### src/design/upg_pkg.sv
// Shared request codes and field widths for the unique permutation generator.
`timescale 1ns / 1ps
`default_nettype none

package upg_pkg;

	localparam int REQ_W = 2;
	localparam int VAL_W = 32;
	localparam int POS_W = 4;

	typedef logic [REQ_W-1:0]        req_code_t;
	typedef logic signed [VAL_W-1:0] value_t;
	typedef logic [POS_W-1:0]        pos_t;

	localparam req_code_t REQ_CLEAR = 2'd0;
	localparam req_code_t REQ_LOAD  = 2'd1;
	localparam req_code_t REQ_NEXT  = 2'd2;

endpackage

`default_nettype wire

### src/design/upg_if.sv
// Request and result channel interfaces of the unique permutation generator.
`timescale 1ns / 1ps
`default_nettype none

interface upg_req_if;
	import upg_pkg::*;

	logic      valid;
	logic      ready;
	req_code_t req_type;
	value_t    value;

	modport source (output valid, output req_type, output value, input ready);
	modport sink (input valid, input req_type, input value, output ready);
endinterface

interface upg_res_if;
	import upg_pkg::*;

	logic   valid;
	logic   ready;
	value_t value_res;
	pos_t   position;
	logic   last;
	logic   exhausted;

	modport source (output valid, output value_res, output position, output last,
		output exhausted, input ready);
	modport sink (input valid, input value_res, input position, input last,
		input exhausted, output ready);
endinterface

`default_nettype wire

### src/design/unique_permutation_generator.sv
// Top level: multiset store and next-distinct-permutation sequencer.
`timescale 1ns / 1ps
`default_nettype none

// Loads insert one signed element into a sorted store; each next request sends
// the next distinct lexicographic permutation, one result transfer per element
// (position counts from zero, last marks the final one), or a single exhausted
// result once all permutations are used or the set is empty. A load shifts each
// stored element larger than the new one up by one place, reading the sorted
// store from the end through its single registered read port, then writes the
// new element. The first next request after a load streams the sorted order
// and copies it into the working store. A later one runs over the working
// store: pivot scan from the end, successor scan, swap, reversal of the suffix
// pair by pair, then it sends each element. A new request is taken once the
// last element of the previous one sits in the output register.
module unique_permutation_generator #(
	parameter int MAX_ELEMS  = 16,
	parameter int ELEM_WIDTH = 32
) (
	input  wire logic   clk,
	input  wire logic   arst_n,
	upg_req_if.sink     req,
	upg_res_if.source   res
);
	import upg_pkg::*;

	localparam int IW = (MAX_ELEMS > 1) ? $clog2(MAX_ELEMS) : 1;
	localparam int CW = $clog2(MAX_ELEMS + 1);
	localparam int XW = (ELEM_WIDTH > VAL_W) ? ELEM_WIDTH : VAL_W;

	localparam logic [3:0] ST_IDLE    = 4'd0;
	localparam logic [3:0] ST_INS_RD  = 4'd1;
	localparam logic [3:0] ST_INS_CMP = 4'd2;
	localparam logic [3:0] ST_EXH     = 4'd3;
	localparam logic [3:0] ST_EMIT_RD = 4'd4;
	localparam logic [3:0] ST_EMIT_WR = 4'd5;
	localparam logic [3:0] ST_PIV_RD  = 4'd6;
	localparam logic [3:0] ST_PIV_CMP = 4'd7;
	localparam logic [3:0] ST_SUC_RD  = 4'd8;
	localparam logic [3:0] ST_SUC_CMP = 4'd9;
	localparam logic [3:0] ST_SWAP_W1 = 4'd10;
	localparam logic [3:0] ST_SWAP_W2 = 4'd11;
	localparam logic [3:0] ST_REV_RD  = 4'd12;
	localparam logic [3:0] ST_REV_W1  = 4'd13;
	localparam logic [3:0] ST_REV_W2  = 4'd14;

	typedef logic signed [ELEM_WIDTH-1:0] elem_t;

	// Control state
	logic [3:0]    state_q;
	logic [CW-1:0] count_q;
	logic          started_q;
	logic          finished_q;
	logic          src_work_q;
	logic [IW-1:0] idx_q;
	logic [IW-1:0] hi_q;
	logic [IW-1:0] piv_q;
	elem_t         pv_q;
	elem_t         tmp_q;
	elem_t         ins_val_q;

	// Output register
	logic   out_valid_q;
	value_t out_value_q;
	pos_t   out_pos_q;
	logic   out_last_q;
	logic   out_exh_q;

	// Sorted store: one read, one write
	elem_t         s_mem [MAX_ELEMS];
	elem_t         s_rdata;
	logic          s_we;
	logic [IW-1:0] s_waddr;
	logic [IW-1:0] s_raddr;
	elem_t         s_wdata;

	// Working store: two reads, one write
	elem_t         w_mem [MAX_ELEMS];
	elem_t         w_rdata_a;
	elem_t         w_rdata_b;
	logic          w_we;
	logic [IW-1:0] w_waddr;
	logic [IW-1:0] w_raddr_a;
	logic [IW-1:0] w_raddr_b;
	elem_t         w_wdata;

	logic          req_xfer;
	logic          out_free;
	logic          emit_go;
	logic          exh_go;
	logic          ins_less;
	logic [IW-1:0] n_last;
	logic          emit_last;
	elem_t         emit_val;
	logic signed [XW-1:0] emit_ext;

	assign req.ready  = (state_q == ST_IDLE);
	assign req_xfer   = req.valid && req.ready;
	assign out_free   = !out_valid_q || res.ready;
	assign emit_go    = (state_q == ST_EMIT_WR) && out_free;
	assign exh_go     = (state_q == ST_EXH) && out_free;
	assign ins_less   = ins_val_q < s_rdata;
	assign n_last     = IW'(count_q - 1'b1);
	assign emit_last  = (idx_q == n_last);
	assign emit_val   = src_work_q ? w_rdata_a : s_rdata;
	assign emit_ext   = XW'(emit_val);

	assign res.valid     = out_valid_q;
	assign res.value_res = out_value_q;
	assign res.position  = out_pos_q;
	assign res.last      = out_last_q;
	assign res.exhausted = out_exh_q;

	// Steer sorted store accesses
	always_comb begin
		s_raddr = (state_q == ST_INS_RD) ? idx_q - 1'b1 : idx_q;
		s_we    = ((state_q == ST_INS_RD) && (idx_q == '0)) || (state_q == ST_INS_CMP);
		s_waddr = idx_q;
		s_wdata = ((state_q == ST_INS_CMP) && ins_less) ? s_rdata : ins_val_q;
	end

	// Steer working store accesses
	always_comb begin
		w_raddr_a = idx_q;
		w_raddr_b = hi_q;
		w_we      = 1'b0;
		w_waddr   = idx_q;
		w_wdata   = s_rdata;
		case (state_q)
			ST_PIV_RD: begin
				w_raddr_a = idx_q - 1'b1;
				w_raddr_b = idx_q;
			end
			ST_EMIT_WR: begin
				w_we = emit_go && !src_work_q;
			end
			ST_SWAP_W1: begin
				w_we    = 1'b1;
				w_waddr = piv_q;
				w_wdata = tmp_q;
			end
			ST_SWAP_W2: begin
				w_we    = 1'b1;
				w_wdata = pv_q;
			end
			ST_REV_W1: begin
				w_we    = 1'b1;
				w_wdata = w_rdata_b;
			end
			ST_REV_W2: begin
				w_we    = 1'b1;
				w_waddr = hi_q;
				w_wdata = tmp_q;
			end
			default: begin
			end
		endcase
	end

	// Sorted store
	always_ff @(posedge clk) begin
		if (s_we) begin
			s_mem[s_waddr] <= s_wdata;
		end
		s_rdata <= s_mem[s_raddr];
	end

	// Working store
	always_ff @(posedge clk) begin
		if (w_we) begin
			w_mem[w_waddr] <= w_wdata;
		end
		w_rdata_a <= w_mem[w_raddr_a];
		w_rdata_b <= w_mem[w_raddr_b];
	end

	// Sequence requests
	always_ff @(posedge clk or negedge arst_n) begin
		if (!arst_n) begin
			state_q    <= ST_IDLE;
			count_q    <= '0;
			started_q  <= 1'b0;
			finished_q <= 1'b0;
			src_work_q <= 1'b0;
			idx_q      <= '0;
			hi_q       <= '0;
			piv_q      <= '0;
		end else begin
			case (state_q)
				ST_IDLE: begin
					if (req_xfer) begin
						case (req.req_type)
							REQ_CLEAR: begin
								count_q    <= '0;
								started_q  <= 1'b0;
								finished_q <= 1'b0;
							end
							REQ_LOAD: begin
								if (count_q != CW'(MAX_ELEMS)) begin
									idx_q      <= IW'(count_q);
									started_q  <= 1'b0;
									finished_q <= 1'b0;
									state_q    <= ST_INS_RD;
								end
							end
							REQ_NEXT: begin
								if (count_q == '0 || finished_q) begin
									state_q <= ST_EXH;
								end else if (!started_q) begin
									started_q  <= 1'b1;
									src_work_q <= 1'b0;
									idx_q      <= '0;
									state_q    <= ST_EMIT_RD;
								end else if (count_q == CW'(1)) begin
									finished_q <= 1'b1;
									state_q    <= ST_EXH;
								end else begin
									idx_q   <= n_last;
									state_q <= ST_PIV_RD;
								end
							end
							default: begin
							end
						endcase
					end
				end
				ST_INS_RD: begin
					if (idx_q == '0) begin
						count_q <= count_q + 1'b1;
						state_q <= ST_IDLE;
					end else begin
						state_q <= ST_INS_CMP;
					end
				end
				ST_INS_CMP: begin
					if (ins_less) begin
						idx_q   <= idx_q - 1'b1;
						state_q <= ST_INS_RD;
					end else begin
						count_q <= count_q + 1'b1;
						state_q <= ST_IDLE;
					end
				end
				ST_EXH: begin
					if (exh_go) begin
						state_q <= ST_IDLE;
					end
				end
				ST_EMIT_RD: begin
					state_q <= ST_EMIT_WR;
				end
				ST_EMIT_WR: begin
					if (emit_go) begin
						if (emit_last) begin
							state_q <= ST_IDLE;
						end else begin
							idx_q   <= idx_q + 1'b1;
							state_q <= ST_EMIT_RD;
						end
					end
				end
				ST_PIV_RD: begin
					state_q <= ST_PIV_CMP;
				end
				ST_PIV_CMP: begin
					if (w_rdata_a < w_rdata_b) begin
						piv_q   <= idx_q - 1'b1;
						idx_q   <= n_last;
						state_q <= ST_SUC_RD;
					end else if (idx_q == IW'(1)) begin
						finished_q <= 1'b1;
						state_q    <= ST_EXH;
					end else begin
						idx_q   <= idx_q - 1'b1;
						state_q <= ST_PIV_RD;
					end
				end
				ST_SUC_RD: begin
					state_q <= ST_SUC_CMP;
				end
				ST_SUC_CMP: begin
					if (pv_q < w_rdata_a) begin
						state_q <= ST_SWAP_W1;
					end else begin
						idx_q   <= idx_q - 1'b1;
						state_q <= ST_SUC_RD;
					end
				end
				ST_SWAP_W1: begin
					state_q <= ST_SWAP_W2;
				end
				ST_SWAP_W2: begin
					idx_q   <= piv_q + 1'b1;
					hi_q    <= n_last;
					state_q <= ST_REV_RD;
				end
				ST_REV_RD: begin
					if (idx_q < hi_q) begin
						state_q <= ST_REV_W1;
					end else begin
						src_work_q <= 1'b1;
						idx_q      <= '0;
						state_q    <= ST_EMIT_RD;
					end
				end
				ST_REV_W1: begin
					state_q <= ST_REV_W2;
				end
				ST_REV_W2: begin
					idx_q   <= idx_q + 1'b1;
					hi_q    <= hi_q - 1'b1;
					state_q <= ST_REV_RD;
				end
				default: begin
					state_q <= ST_IDLE;
				end
			endcase
		end
	end

	// Hold operand values for insert, pivot and swap
	always_ff @(posedge clk) begin
		if (req_xfer) begin
			ins_val_q <= ELEM_WIDTH'(req.value);
		end
		if ((state_q == ST_PIV_CMP) && (w_rdata_a < w_rdata_b)) begin
			pv_q <= w_rdata_a;
		end
		if ((state_q == ST_SUC_CMP) || (state_q == ST_REV_W1)) begin
			tmp_q <= w_rdata_a;
		end
	end

	// Output valid
	always_ff @(posedge clk or negedge arst_n) begin
		if (!arst_n) begin
			out_valid_q <= 1'b0;
		end else if (emit_go || exh_go) begin
			out_valid_q <= 1'b1;
		end else if (res.ready) begin
			out_valid_q <= 1'b0;
		end
	end

	// Output payload
	always_ff @(posedge clk) begin
		if (emit_go) begin
			out_value_q <= emit_ext[VAL_W-1:0];
			out_pos_q   <= POS_W'(idx_q);
			out_last_q  <= emit_last;
			out_exh_q   <= 1'b0;
		end else if (exh_go) begin
			out_value_q <= '0;
			out_pos_q   <= '0;
			out_last_q  <= 1'b1;
			out_exh_q   <= 1'b1;
		end
	end

endmodule

`default_nettype wire

### src/flat_wrapper.sv
// flat-port wrapper written by rule: the top's interface ports become plain ports
module unique_permutation_generator_flat import upg_pkg::*;
#(
	parameter int MAX_ELEMS  = 16,
	parameter int ELEM_WIDTH = 32
)
  (clk, arst_n, req_valid, req_req_type, req_value, req_ready, res_valid, res_value_res, res_position, res_last, res_exhausted, res_ready);
  upg_req_if req_i ();
  upg_res_if res_i ();
  input  wire logic clk;
  input  wire logic arst_n;
  input wire logic [$bits(req_i.valid)-1:0] req_valid;
  input wire logic [$bits(req_i.req_type)-1:0] req_req_type;
  input wire logic [$bits(req_i.value)-1:0] req_value;
  output wire logic [$bits(req_i.ready)-1:0] req_ready;
  output wire logic [$bits(res_i.valid)-1:0] res_valid;
  output wire logic [$bits(res_i.value_res)-1:0] res_value_res;
  output wire logic [$bits(res_i.position)-1:0] res_position;
  output wire logic [$bits(res_i.last)-1:0] res_last;
  output wire logic [$bits(res_i.exhausted)-1:0] res_exhausted;
  input wire logic [$bits(res_i.ready)-1:0] res_ready;
  assign req_i.valid = req_valid;
  assign req_i.req_type = req_req_type;
  assign req_i.value = req_value;
  assign req_ready = req_i.ready;
  assign res_valid = res_i.valid;
  assign res_value_res = res_i.value_res;
  assign res_position = res_i.position;
  assign res_last = res_i.last;
  assign res_exhausted = res_i.exhausted;
  assign res_i.ready = res_ready;
  unique_permutation_generator #(.MAX_ELEMS(MAX_ELEMS), .ELEM_WIDTH(ELEM_WIDTH)) u_core (.clk(clk), .arst_n(arst_n), .req(req_i), .res(res_i));
endmodule
### config.mk
export PLATFORM = sky130hd
export DESIGN_NAME = unique_permutation_generator_flat
export DESIGN_NICKNAME = d
export VERILOG_FILES = /design/src/design/upg_pkg.sv /design/src/design/upg_if.sv /design/src/design/unique_permutation_generator.sv /design/src/flat_wrapper.sv
export SDC_FILE = /design/constraint.sdc
export NUM_CORES = 2
export LEC_CHECK = 0
export BUFFER_PORTS_ARGS = -buffer_cell sky130_fd_sc_hd__buf_2
export CAP_MARGIN = 40
export CORE_ASPECT_RATIO = 1.5
export CORE_MARGIN = 2
export CORE_UTILIZATION = 47
export DETAILED_ROUTE_END_ITERATION = 16
export PLACE_DENSITY = 0.69
export SYNTH_ARGS = -nofsm -noshare
export SYNTH_HDL_FRONTEND = slang
export SYNTH_SLANG_ARGS = --single-unit
### constraint.sdc
create_clock -name clk -period 15.51 [get_ports clk]
set_input_delay 2.3265 -clock clk [delete_from_list [all_inputs] [get_ports clk]]
set_output_delay 2.3265 -clock clk [all_outputs]
set_load 0.02 [all_outputs]
==> results.py <==
metrics = {
    "outcome": {
        "status": "finished clean",
    },
    "placement": {
        "hpwl_mm": 83.7,
        "placed_cells": 4527,
        "port-buffer-count": 77,
        "place.gp.congestion": 0.918,
    },
    "setup_path": {
        "worstSetupPathType": "reg -> reg",
        "start_kind": "register",
        "ff2ff_path_depth": 10,
        "worstPathMaxFanout": 41,
        "crit_arrival_ns": 5.91,
        "cp.required_ns": 16.11,
        "worstSetupEndpointType": "register",
    },
    "synth": {
        "synth_warnings": 0,
        "yosysSeqAreaShare": 0.681,
        "ys_ff_latch": 1279,
        "synthTopCellsByCount": "edfxtp_1, mux4_2, nand2_1",
        "synth_cells": 2978,
        "synth_most_common_cell": "edfxtp_1",
        "synthesis.area_sq_mm": 0.0548,
        "synth_flop_cell": "edfxtp_1",
        "synth_top_area_cell": "edfxtp_1",
        "async_flop_share": 0.0195,
        "synth_fp_nets": 3127,
        "synth_top_area_share": 0.634,
        "synth_edf_count": 1157,
        "avgSynthCellArea_sq_um": 18.4,
        "ys_types": 76,
        "synth_area_leaders": "edfxtp_1, mux4_2, dfxtp_1, ha_1, nand2_1",
    },
    "sta": {
        "fmax_ghz": 0.188,
        "whs_ns": 0.524,
        "relSlewSlack": 0.313,
        "maxSlewViolCount": 0,
        "fin_tns_setup_ns": 0,
        "fin_crit_ns": 5.31,
        "worst_pin_slew_ns": 1.02,
        "setup_violations": 0,
        "fin_crit_sh": 0.343,
        "rsz0062_at_grt": "no",
        "clock_skew_ns": 0.0250,
        "hold_viol_final": 0,
    },
    "cts": {
        "root_buffer": "clkbuf_16",
        "cts_resized": 0,
        "clkSinkCount": 1279,
        "cts_tree": "yes",
        "clk_pin_slew_ns": 0.07,
        "cts_max_level": 3,
        "postCtsSetupBuffers": 0,
        "cts_hold_buf": 0,
        "clk_latency_ns": 0.73,
        "clockBufferDepth": 3,
        "cts_buffers": 115,
    },
    "finish": {
        "final_cells": 4749,
        "num-fill-cells": 8864,
        "post_route_cells_drive_above_1_share": 0.273,
        "antenna_cells": 0,
        "area_delta_synth_final_pct": 12.7,
        "nNetsFinal": 3246,
    },
    "floorplanning": {
        "num_rows": 153,
        "die_y_um": 422,
        "io_pins": 78,
        "die_w_um": 283,
        "die-area_sq_mm": 0.119,
        "initial_utilization": 0.473,
        "core_area_sq_mm": 0.116,
    },
    "global_routing": {
        "grt_max_degree": 65,
        "antenna_found_initial": 4,
        "overflow": 0,
        "grt_pass1_vias": 31400,
        "grt_pass1_wl_mm": 207,
        "grt.total_usage": 0.240,
    },
    "drt": {
        "drt-initial-drc-count": 3410,
        "wl_per_cell_um": 29.8,
        "wl_mm": 141,
        "vias": 30000,
        "drc": 0,
        "drtAntennaViolNets": 0,
        "dr.pass1.iters": 6,
        "routed_via_density": 6.32,
    },
    "pwr": {
        "p_leak_nw": 20.7,
        "p_per_area_mw_per_mm2": 203,
        "irDropWorstVdd_mv": 0.150,
    },
    "min_path": {
        "hold_class": "reg -> reg",
        "hold_depth": 0,
    },
    "job": {
        "max-cap-violations": 0,
    },
}
==> routing by layer <==
layer	routed length [um]	GRT usage	up-vias
met5	13	0	-
met4	5580	0.103	2
met3	11200	0.0381	319
met2	73600	0.414	1544
met1	50900	0.298	15700
li1	-	-	12400
==> report_power, final <==
group / internal (mW) / switching [mW] / leakage [nW]
registers: 4.61 / 0.355 / 11.6
logic: 2.01 / 2.57 / 7.18
clock network: 1.73 / 1.27 / 1.97
total: 8.35 / 4.20 / 20.7
==> metrics by stage <==
stage	worst slack (ns)	total power, mW	utilization	instance area (sq um)
2_1_floorplan	9.11	8.13	-	54800
3_3_place_gp	10.07	9.36	0.495	57300
3_5_place_dp	10.14	9.62	0.498	57700
4_1_cts	10.13	12.6	0.533	61700
5_1_grt	9.75	13.1	0.533	61700
6_report	10.20	12.5	0.533	61700
==> cell families (layout without fill, tap and decap cells) <==
family	count (synthesis)	after routing	synth area share
AOI/OAI and AO/OA	307	307	0.0373
DFF	1279	1279	0.681
adders and majority gates	111	111	0.0254
muxes	493	493	0.193
buffers and inverters	288	509	0.0212
xor gates and xnor gates	19	19	0.00304
and+or+nand+nor	481	481	0.0394
==> layout by cell type, fill, tap and decap left out, drive strengths merged, types with 18 or more instances in the layout <==
cell type | netlist | routed
and2 | 38 | 38
nor2 | 116 | 116
o21ai | 77 | 77
a31oi | 38 | 38
clkbuf | 94 | 142
bufinv | 0 | 18
dfrtp | 25 | 25
nand4 | 19 | 19
inv | 124 | 131
dfxtp | 97 | 97
ha | 111 | 111
nor3 | 20 | 20
clkinv | 0 | 49
a211oi | 42 | 42
a21oi | 58 | 58
a222oi | 32 | 32
edfxtp | 1157 | 1157
mux2i | 39 | 39
nand2 | 224 | 224
buf | 70 | 165
mux4 | 448 | 448
==> state kept, by name, summed over array words and instances (netlist names), 5 cells and up <==
name	cells
u_core.count_q	5
u_core.ins_val_q	32
u_core.pv_q	32
u_core.res.value_res	32
u_core.s_mem	512
u_core.s_rdata	32
u_core.tmp_q	32
u_core.w_mem	512
u_core.w_rdata_a	32
u_core.w_rdata_b	32
==> layout make-up <==
class | count | area (sq um) | area share
clock inverter | 77 | 890 | 0.0144
multi-input combinational | 1411 | 16700 | 0.271
tap | 1550 | 1940 | 0.0314
inverter | 124 | 465 | 0.00754
sequential | 1279 | 37300 | 0.605
clock buffer | 142 | 3110 | 0.0504
timing repair buffer | 166 | 1300 | 0.0210
==> worst paths after layout <==
check                                          start                    to  slack [ns]
worst max-delay path               u_core.state_q[1]  u_core.w_rdata_a[20]       10.20
worst min-delay path            u_core.w_rdata_a[18]       u_core.pv_q[18]        0.52
worst max register to register     u_core.state_q[1]  u_core.w_rdata_a[20]       10.20
worst min register to register  u_core.w_rdata_a[18]       u_core.pv_q[18]        0.52
max in group asynchronous                     arst_n     u_core.src_work_q       13.42
min in group asynchronous                     arst_n      u_core.started_q        1.62
==> worst max-delay path: stages, from the launching register on <==
cell	delay (ns)
dfrtp_1	0.78
nand2b_1	0.31
nor2_2	0.17
buf_4	0.28
xnor2_2	0.14
buf_4	0.68
buf_4	0.79
buf_4	0.58
buf_12	0.30
mux4_2	0.55
mux4_2	0.47
No activity file was read; power rests on OpenSTA's default activity.
